==> config.mk <==
export PLATFORM = sky130hd
export DESIGN_NAME = multi_client_deadline_watchdog
export DESIGN_NICKNAME = d
export VERILOG_FILES = /design/src/rtl/mcdw_pkg.sv /design/src/rtl/mcdw_table.sv /design/src/rtl/mcdw_cmp.sv /design/src/rtl/multi_client_deadline_watchdog.sv
export SDC_FILE = /design/constraint.sdc
export NUM_CORES = 2
export LEC_CHECK = 0
export BUFFER_PORTS_ARGS = -buffer_cell sky130_fd_sc_hd__buf_2
export CORE_UTILIZATION = 45
export DETAILED_ROUTE_END_ITERATION = 10
export GPL_TIMING_DRIVEN = 0
export HOLD_SLACK_MARGIN = 0.02
export PLACE_DENSITY_LB_ADDON = 0.25
export SLEW_MARGIN = 10
export SYNTH_ARGS = -nofsm -noshare
export SYNTH_HDL_FRONTEND = slang
export SYNTH_SLANG_ARGS = --single-unit
export TNS_END_PERCENT = 20
==> constraint.sdc <==
create_clock -name clk -period 8.6 [get_ports clk]
set_input_delay 1.72 -clock clk [delete_from_list [all_inputs] [get_ports clk]]
set_output_delay 1.72 -clock clk [all_outputs]
set_load 0.05 [all_outputs]
==> src/rtl/mcdw_pkg.sv <==
`timescale 1ns / 1ps
package mcdw_pkg;

	localparam int CFG_IDX_W  = 1;
	localparam int CFG_DATA_W = 32;
	localparam int COUNT_W    = 5;

	localparam logic [CFG_IDX_W-1:0] REG_ALIVE_MARGIN  = 1'd0;
	localparam logic [CFG_IDX_W-1:0] REG_RESET_ALLOWED = 1'd1;

	localparam logic [1:0] ACT_KEEPALIVE = 2'd0;
	localparam logic [1:0] ACT_CHECK     = 2'd1;
	localparam logic [1:0] ACT_RESET_REQ = 2'd2;

	localparam logic [CFG_DATA_W-1:0] ALIVE_MARGIN_RESET = 32'd1000000000;

	typedef struct packed {
		logic [1:0]         action;
		logic [7:0]         client_id;
		logic signed [63:0] deadline;
		logic signed [63:0] cur_time;
	} in_req_t;

	typedef struct packed {
		logic               accepted;
		logic [COUNT_W-1:0] monitored_count;
		logic [COUNT_W-1:0] alive_count;
		logic [COUNT_W-1:0] critical_count;
		logic [COUNT_W-1:0] dead_count;
		logic [7:0]         critical_client;
		logic signed [63:0] critical_offset;
		logic               timeout_alarm;
		logic               kick;
		logic               reset_granted;
	} out_rsp_t;

	typedef enum logic [1:0] {
		CLS_ALIVE,
		CLS_CRIT,
		CLS_DEAD
	} slot_class_t;

	// Counts stick at the top of their range.
	function automatic logic [COUNT_W-1:0] sat_inc(input logic [COUNT_W-1:0] c);
		logic [COUNT_W-1:0] r;
		r = (c == {COUNT_W{1'b1}}) ? c : c + COUNT_W'(1);
		return r;
	endfunction

endpackage

==> src/rtl/mcdw_table.sv <==
`timescale 1ns / 1ps
module mcdw_table
	import mcdw_pkg::*;
#(
	parameter int SLOTS = 16,
	parameter int IDX_W = 4
) (
	input  logic             clk,
	input  logic             arst_n,
	input  logic [IDX_W-1:0] rd_idx,
	output logic [7:0]       rd_client_q,
	output logic [63:0]      rd_deadline_q,
	input  logic             wr_en,
	input  logic [IDX_W-1:0] wr_idx,
	input  logic [7:0]       wr_client,
	input  logic [63:0]      wr_deadline,
	output logic [SLOTS-1:0] used_q
);

	logic [7:0]  client_mem   [SLOTS];
	logic [63:0] deadline_mem [SLOTS];

	always_ff @(posedge clk) begin
		if (wr_en) begin
			client_mem[wr_idx]   <= wr_client;
			deadline_mem[wr_idx] <= wr_deadline;
		end
		rd_client_q   <= client_mem[rd_idx];
		rd_deadline_q <= deadline_mem[rd_idx];
	end

	always_ff @(posedge clk or negedge arst_n) begin
		if (!arst_n) begin
			used_q <= '0;
		end else if (wr_en) begin
			used_q[wr_idx] <= 1'b1;
		end
	end

endmodule

==> src/rtl/mcdw_cmp.sv <==
`timescale 1ns / 1ps
module mcdw_cmp
	import mcdw_pkg::*;
(
	input  logic                  clk,
	input  logic                  en,
	input  logic [63:0]           deadline,
	input  logic [63:0]           cur_time,
	input  logic [CFG_DATA_W-1:0] margin,
	output slot_class_t           cls_q,
	output logic [63:0]           offset_q
);

	logic [64:0] diff;
	logic        dead;
	logic        alive;

	// Sign-extend so the difference is exact and never wraps.
	assign diff  = {deadline[63], deadline} - {cur_time[63], cur_time};
	assign dead  = diff[64] || (diff == '0);
	assign alive = !dead && (diff > {33'd0, margin});

	always_ff @(posedge clk) begin
		if (en) begin
			cls_q    <= dead ? CLS_DEAD : (alive ? CLS_ALIVE : CLS_CRIT);
			offset_q <= 64'd0 - diff[63:0];
		end
	end

endmodule

==> src/rtl/multi_client_deadline_watchdog.sv <==
`timescale 1ns / 1ps
// Keepalive and check requests scan every table slot, one slot read per cycle through the
// shared compare unit; then the pipeline drains, the scan closes and the result is loaded
// into the output register. Reset and unused requests need no table access and go straight
// to the output register. One request is in flight at a time: in_stall stays high until the
// result is loaded, which waits while the previous result is still stalled at the output.
// Reset (arst_n low) frees every slot, sets alive_margin to 1000000000, disallows resets.
module multi_client_deadline_watchdog
	import mcdw_pkg::*;
#(
	parameter int TABLE_SLOTS = 16
) (
	input  logic                  clk,
	input  logic                  arst_n,
	input  logic                  in_valid,
	output logic                  in_stall,
	input  in_req_t               in_data,
	output logic                  out_valid,
	input  logic                  out_stall,
	output out_rsp_t              out_data,
	input  logic                  cfg_we,
	input  logic [CFG_IDX_W-1:0]  cfg_index,
	input  logic [CFG_DATA_W-1:0] cfg_data
);

	localparam int IDX_W = (TABLE_SLOTS > 1) ? $clog2(TABLE_SLOTS) : 1;
	localparam int CNT_W = $clog2(TABLE_SLOTS + 1);
	localparam logic [CNT_W-1:0] LAST_CNT = CNT_W'(TABLE_SLOTS);

	typedef enum logic [1:0] {
		ST_IDLE,
		ST_SCAN,
		ST_DONE
	} state_t;

	state_t                state_q;
	in_req_t               req_q;
	out_rsp_t              res_q;
	out_rsp_t              out_q;
	logic                  out_valid_q;
	logic [CFG_DATA_W-1:0] margin_q;
	logic                  allow_q;

	// Scan sequencer: issue address, then table read stage, then compare stage.
	logic [CNT_W-1:0]      issue_q;
	logic                  v_s1;
	logic [IDX_W-1:0]      idx_s1;
	logic                  v_s2;
	logic                  cnt_s2;
	logic [7:0]            client_s2;

	// Keepalive slot search.
	logic                  hit_q;
	logic [IDX_W-1:0]      hit_idx_q;
	logic                  free_q;
	logic [IDX_W-1:0]      free_idx_q;

	// Check accumulators.
	logic [COUNT_W-1:0]    mon_q;
	logic [COUNT_W-1:0]    alive_q;
	logic [COUNT_W-1:0]    crit_q;
	logic [COUNT_W-1:0]    dead_q;
	logic [7:0]            crit_id_q;
	logic [63:0]           crit_off_q;

	logic [7:0]            rd_client;
	logic [63:0]           rd_deadline;
	logic [TABLE_SLOTS-1:0] used;
	slot_class_t           cls;
	logic [63:0]           offset;

	logic                  issue_done;
	logic                  scan_end;
	logic                  is_keepalive;
	logic                  is_check;
	logic                  wr_en;
	logic [IDX_W-1:0]      wr_idx;
	logic                  slot_counted;

	assign issue_done   = (issue_q == LAST_CNT);
	assign scan_end     = (state_q == ST_SCAN) && issue_done && !v_s1 && !v_s2;
	assign is_keepalive = (req_q.action == ACT_KEEPALIVE);
	assign is_check     = (req_q.action == ACT_CHECK);
	// Store the keepalive once the whole table has been searched.
	assign wr_en        = scan_end && is_keepalive && (hit_q || free_q);
	assign wr_idx       = hit_q ? hit_idx_q : free_idx_q;
	assign slot_counted = used[idx_s1] && (rd_client != 8'd0);

	assign in_stall  = (state_q != ST_IDLE);
	assign out_valid = out_valid_q;
	assign out_data  = out_q;

	mcdw_table #(
		.SLOTS (TABLE_SLOTS),
		.IDX_W (IDX_W)
	) u_table (
		.clk           (clk),
		.arst_n        (arst_n),
		.rd_idx        (issue_q[IDX_W-1:0]),
		.rd_client_q   (rd_client),
		.rd_deadline_q (rd_deadline),
		.wr_en         (wr_en),
		.wr_idx        (wr_idx),
		.wr_client     (req_q.client_id),
		.wr_deadline   (req_q.deadline),
		.used_q        (used)
	);

	// One shared subtract and compare handles every slot of a check.
	mcdw_cmp u_cmp (
		.clk      (clk),
		.en       (v_s1),
		.deadline (rd_deadline),
		.cur_time (req_q.cur_time),
		.margin   (margin_q),
		.cls_q    (cls),
		.offset_q (offset)
	);

	always_ff @(posedge clk or negedge arst_n) begin
		if (!arst_n) begin
			state_q     <= ST_IDLE;
			req_q       <= '0;
			res_q       <= '0;
			out_q       <= '0;
			out_valid_q <= 1'b0;
			margin_q    <= ALIVE_MARGIN_RESET;
			allow_q     <= 1'b0;
			issue_q     <= '0;
			v_s1        <= 1'b0;
			idx_s1      <= '0;
			v_s2        <= 1'b0;
			cnt_s2      <= 1'b0;
			client_s2   <= '0;
			hit_q       <= 1'b0;
			hit_idx_q   <= '0;
			free_q      <= 1'b0;
			free_idx_q  <= '0;
			mon_q       <= '0;
			alive_q     <= '0;
			crit_q      <= '0;
			dead_q      <= '0;
			crit_id_q   <= '0;
			crit_off_q  <= '0;
		end else begin
			if (cfg_we) begin
				case (cfg_index)
					REG_ALIVE_MARGIN:  margin_q <= cfg_data;
					REG_RESET_ALLOWED: allow_q  <= cfg_data[0];
					default: ;
				endcase
			end

			// Advance the scan pipeline.
			v_s1      <= 1'b0;
			idx_s1    <= issue_q[IDX_W-1:0];
			v_s2      <= v_s1;
			cnt_s2    <= v_s1 && slot_counted;
			client_s2 <= rd_client;

			// Drop the result once the consumer takes it.
			if (out_valid_q && !out_stall) begin
				out_valid_q <= 1'b0;
			end

			case (state_q)
				ST_IDLE: begin
					if (in_valid) begin
						req_q      <= in_data;
						issue_q    <= '0;
						hit_q      <= 1'b0;
						free_q     <= 1'b0;
						mon_q      <= '0;
						alive_q    <= '0;
						crit_q     <= '0;
						dead_q     <= '0;
						crit_id_q  <= '0;
						crit_off_q <= '0;
						res_q      <= '0;
						if (in_data.action == ACT_KEEPALIVE || in_data.action == ACT_CHECK) begin
							state_q <= ST_SCAN;
						end else begin
							// Reset requests and unused codes need no table access.
							res_q.reset_granted <= (in_data.action == ACT_RESET_REQ) && allow_q;
							state_q             <= ST_DONE;
						end
					end
				end
				ST_SCAN: begin
					if (!issue_done) begin
						v_s1    <= 1'b1;
						issue_q <= issue_q + CNT_W'(1);
					end
					// Keepalive: first used slot with this id, else first free slot.
					if (v_s1 && is_keepalive) begin
						if (used[idx_s1]) begin
							if (!hit_q && rd_client == req_q.client_id) begin
								hit_q     <= 1'b1;
								hit_idx_q <= idx_s1;
							end
						end else if (!free_q) begin
							free_q     <= 1'b1;
							free_idx_q <= idx_s1;
						end
					end
					// Check: classify each counted slot; last critical one wins.
					if (v_s2 && cnt_s2 && is_check) begin
						mon_q <= sat_inc(mon_q);
						if (cls == CLS_DEAD) begin
							dead_q <= sat_inc(dead_q);
						end else if (cls == CLS_ALIVE) begin
							alive_q <= sat_inc(alive_q);
						end else begin
							crit_q     <= sat_inc(crit_q);
							crit_id_q  <= client_s2;
							crit_off_q <= offset;
						end
					end
					if (scan_end) begin
						if (is_keepalive) begin
							res_q.accepted <= hit_q || free_q;
						end else begin
							res_q.monitored_count <= mon_q;
							res_q.alive_count     <= alive_q;
							res_q.critical_count  <= crit_q;
							res_q.dead_count      <= dead_q;
							res_q.critical_client <= crit_id_q;
							res_q.critical_offset <= crit_off_q;
							res_q.timeout_alarm   <= (dead_q != '0);
							res_q.kick            <= 1'b1;
						end
						state_q <= ST_DONE;
					end
				end
				ST_DONE: begin
					// Hold until the output register is free.
					if (!out_valid_q || !out_stall) begin
						out_q       <= res_q;
						out_valid_q <= 1'b1;
						state_q     <= ST_IDLE;
					end
				end
				default: state_q <= ST_IDLE;
			endcase
		end
	end

endmodule

==> flow_summary.yaml <==
floorplan:
  die_h_um: 403
  die_area_sq_um: 163000
  die_w_um: 403
  pin_count: 274
  rows: 146
  initial_core_util_pct: 45.5
  core_sq_um: 159000
critical_path:
  slowest_stage: "nor4b_2"
  worstPathMaxFanout: 7
  r2r_end: "u_cmp.cls_q[1]"
  cp_num_buf_inv: 1
  cp_top_family: "compound AO/OA/AOI/OAI gates"
  path_class: "reg -> reg"
  ff2ff_path_depth: 14
  cp_data_arrival_time_ns: 6.04
  r2r_start: "req_q[0]"
  crit_path_start: "req_q[0]"
  setup.worst_path.end_class: "flop"
  worstSetupStartpointType: "flop"
  worstPathCellList: "ha_1, inv_1, fa_1, a21o_1, a221o_1, a221o_1, o21ai_1, nor2_1, or3_1, a2111oi_2, nand3b_1, nor4b_2, nand3b_1, o31ai_1"
  max_stage_delay_ns: 0.71
  cp.depth: 14
  crit_required_ns: 9.11
  r2r_slack_ns: 3.06
clock_tree:
  cts_max_path_buffers: 3
  hold_buffers: 0
  clockRootBuffer: "clkbuf_16"
  post_cts_buffers: 0
  clock-sinks: 1794
  cts.clk_slew.worst_paths_ns: 0.06
  clk_latency_ns: 0.83
  cts_buffers: 175
  htree_levels: 4
  cts_resized: 0
  cts_tree: "done"
cells_and_area:
  drive_gt1_share_pct: 22.3
  fin_area_sq_um: 83800
  nFillCells: 12800
  final_nets: 5292
  syn2layout_area_growth_pct: 15.8
  instances_no_fill: 7308
synth:
  synth_common_cells: "edfxtp_1, nand2_1, dfrtp_1, mux4_2, o21ai_0"
  syn-num-nets: 4771
  synth_area_leaders: "edfxtp_1, dfrtp_1, mux4_2"
  yosysWarnings: 0
  synth_top_cell_area_share_pct: 50.5
  synthArstFlopShare_pct: 28.1
  synth-edff-count: 1218
  ys_seq_elements: 1794
  yosys.cell_count.top_type: "edfxtp_1"
  netlist.top_cell.by_area: "edfxtp_1"
  syn_inst: 4486
  synthFlopType: "edfxtp_1"
  synth_cell_type_count: 84
  syn_area_per_cell_sq_um: 16.1
  syn_area_sq_um: 72400
  synth-seq-area-share_pct: 69.9
timing:
  fmax_ghz: 0.181
  worst-slew-pin-transition_ns: 1.26
  slew_viol_final: 0
  final-hold-violation-count: 0
  min_period_ns: 5.54
  skew_ns: 0.0316
  setup_viol: 0
  rsz0062_at_grt: "false"
  maxSlewHeadroom_pct: 16.0
  fin_crit_sh_pct: 64.4
  setup_ws_ns: 3.06
global_routing:
  grt_pass1_wl_um: 277000
  antenna_found_initial: 5
  grt_max_degree: 106
  overflow: 0
  grt_pass1_vias: 40700
  globalRouteTotalUtil_pct: 23.3
place:
  port_buffers: 273
  post-place-ws_ns: 2.44
  placed_area_sq_um: 78100
  routabilityCongestion: 0.896
  dp_hpwl_um: 134000
  dpl.cell_count: 6975
min_path:
  whs_path_depth: 0
  hold_path_startpoint: "issue_q[0]"
  min_path_type: "reg -> reg"
  hold-path-endpoint: "idx_s1[0]"
power:
  peakVddDrop_v: 0.000255
  pwr_density_cell_nw_per_um2: 355
  p_leak_nw: 30.8
routing:
  firstDrtPassIters: 6
  num_vias: 41600
  viasPerCell: 5.69
  drcViolationCount: 0
  drt_iter0_drc: 4484
  final_antenna_net_count: 0
  post_drt_wl_per_cell_um: 25.9
  wl_um: 190000
flow_run:
  drv_cap: 0
status:
  status: "finished clean"
==> flip-flops by register name (all words and copies together), names as in the netlist, 5 cells and up <==
signal and cells:
dead_q 5, mon_q 5, u_table.rd_deadline_q 64, crit_off_q 64, res_q 96, u_cmp.offset_q 64
u_table.deadline_mem 1024, margin_q 32, crit_q 5, u_table.rd_client_q 8, crit_id_q 8, u_table.used_q 16
alive_q 5, u_table.client_mem 128, out_data 96, issue_q 5, client_s2 8, req_q 138
==> per-layer routing <==
| metal | track usage (%) | wire length [um] | up-vias |
|---|---|---|---|
| li1 | - | - | 18300 |
| met1 | 34.4 | 85100 | 21600 |
| met2 | 36.7 | 89000 | 1487 |
| met3 | 3.59 | 12100 | 215 |
| met4 | 5.38 | 3420 | 4 |
| met5 | 0 | 21 | - |
==> how the worst max path moves through the flow <==
stage / to / slack, ns
global placement: req_q[105] / -5.08
CTS: u_table.deadline_mem[0][51] / 2.37
floorplan: u_table.client_mem[0][0] / 2.98
finish: u_cmp.cls_q[1] / 3.06
global route: u_cmp.cls_q[1] / 2.85
detailed placement: u_table.deadline_mem[0][54] / 2.44
==> metrics by stage <==
step | total power, mW | setup TNS [ns] | hold slack, ns | utilization (%)
2_1_floorplan | 18.7 | 0 | 0.352 | -
3_3_place_gp | 22.0 | -6035.42 | 0.413 | 48.1
3_5_place_dp | 22.2 | 0 | 0.416 | 49.1
4_1_cts | 29.8 | 0 | 0.429 | 52.7
5_1_grt | 31.2 | 0 | 0.445 | 52.7
6_report | 29.7 | 0 | 0.439 | 52.7
==> power breakdown <==
group          switching (mW)  internal [mW]  leakage (nW)
combinational            6.17           3.63          9.65
clock                    3.24           4.33          2.77
sequential               1.25           11.1          18.3
total                    10.7           19.1          30.8
==> cell type report <==
| class | instances | area (sq um) | area share [%] |
|---|---|---|---|
| Tap cell | 2146 | 2690 | 3.20 |
| Sequential cell | 1794 | 50600 | 60.4 |
| Multi-Input combinational cell | 2348 | 20600 | 24.6 |
| Clock inverter | 70 | 663 | 0.791 |
| Buffer | 219 | 840 | 1.00 |
| Antenna cell | 2 | 5.00 | 0.00597 |
| Clock buffer | 260 | 5030 | 6.00 |
| Inverter | 125 | 469 | 0.560 |
| Timing Repair Buffer | 344 | 2890 | 3.44 |
==> cell families (layout without fill, tap and decap cells) <==
logic type                 after synthesis  after routing  synth area share, %
muxes                                  477            477                 13.1
adders and majority gates              109            109                 1.89
buffers and inverters                  344           1018                 1.79
AOI/OAI and AO/OA                      634            634                 5.61
other                                    0              2                    0
and+or+nand+nor                       1008           1008                 6.25
xor gates and xnor gates               120            120                 1.45
DFF                                   1794           1794                 69.9
==> placed cells by master (no fill, tap or decap), drive strengths merged, types with 26 or more instances in the layout <==
master	instances
xnor2	73
nand4	44
a21o	36
mux2	106
nand2	606
clkbuf	433
buf	389
nor2	132
inv	131
nor3	38
a22o	97
ha	108
dfxtp	72
or2	26
mux4	364
edfxtp	1218
clkinv	53
a21oi	110
nand3	33
dfrtp	491
o21ai	264
xor2	47
No activity file was read; power rests on OpenSTA's default activity.
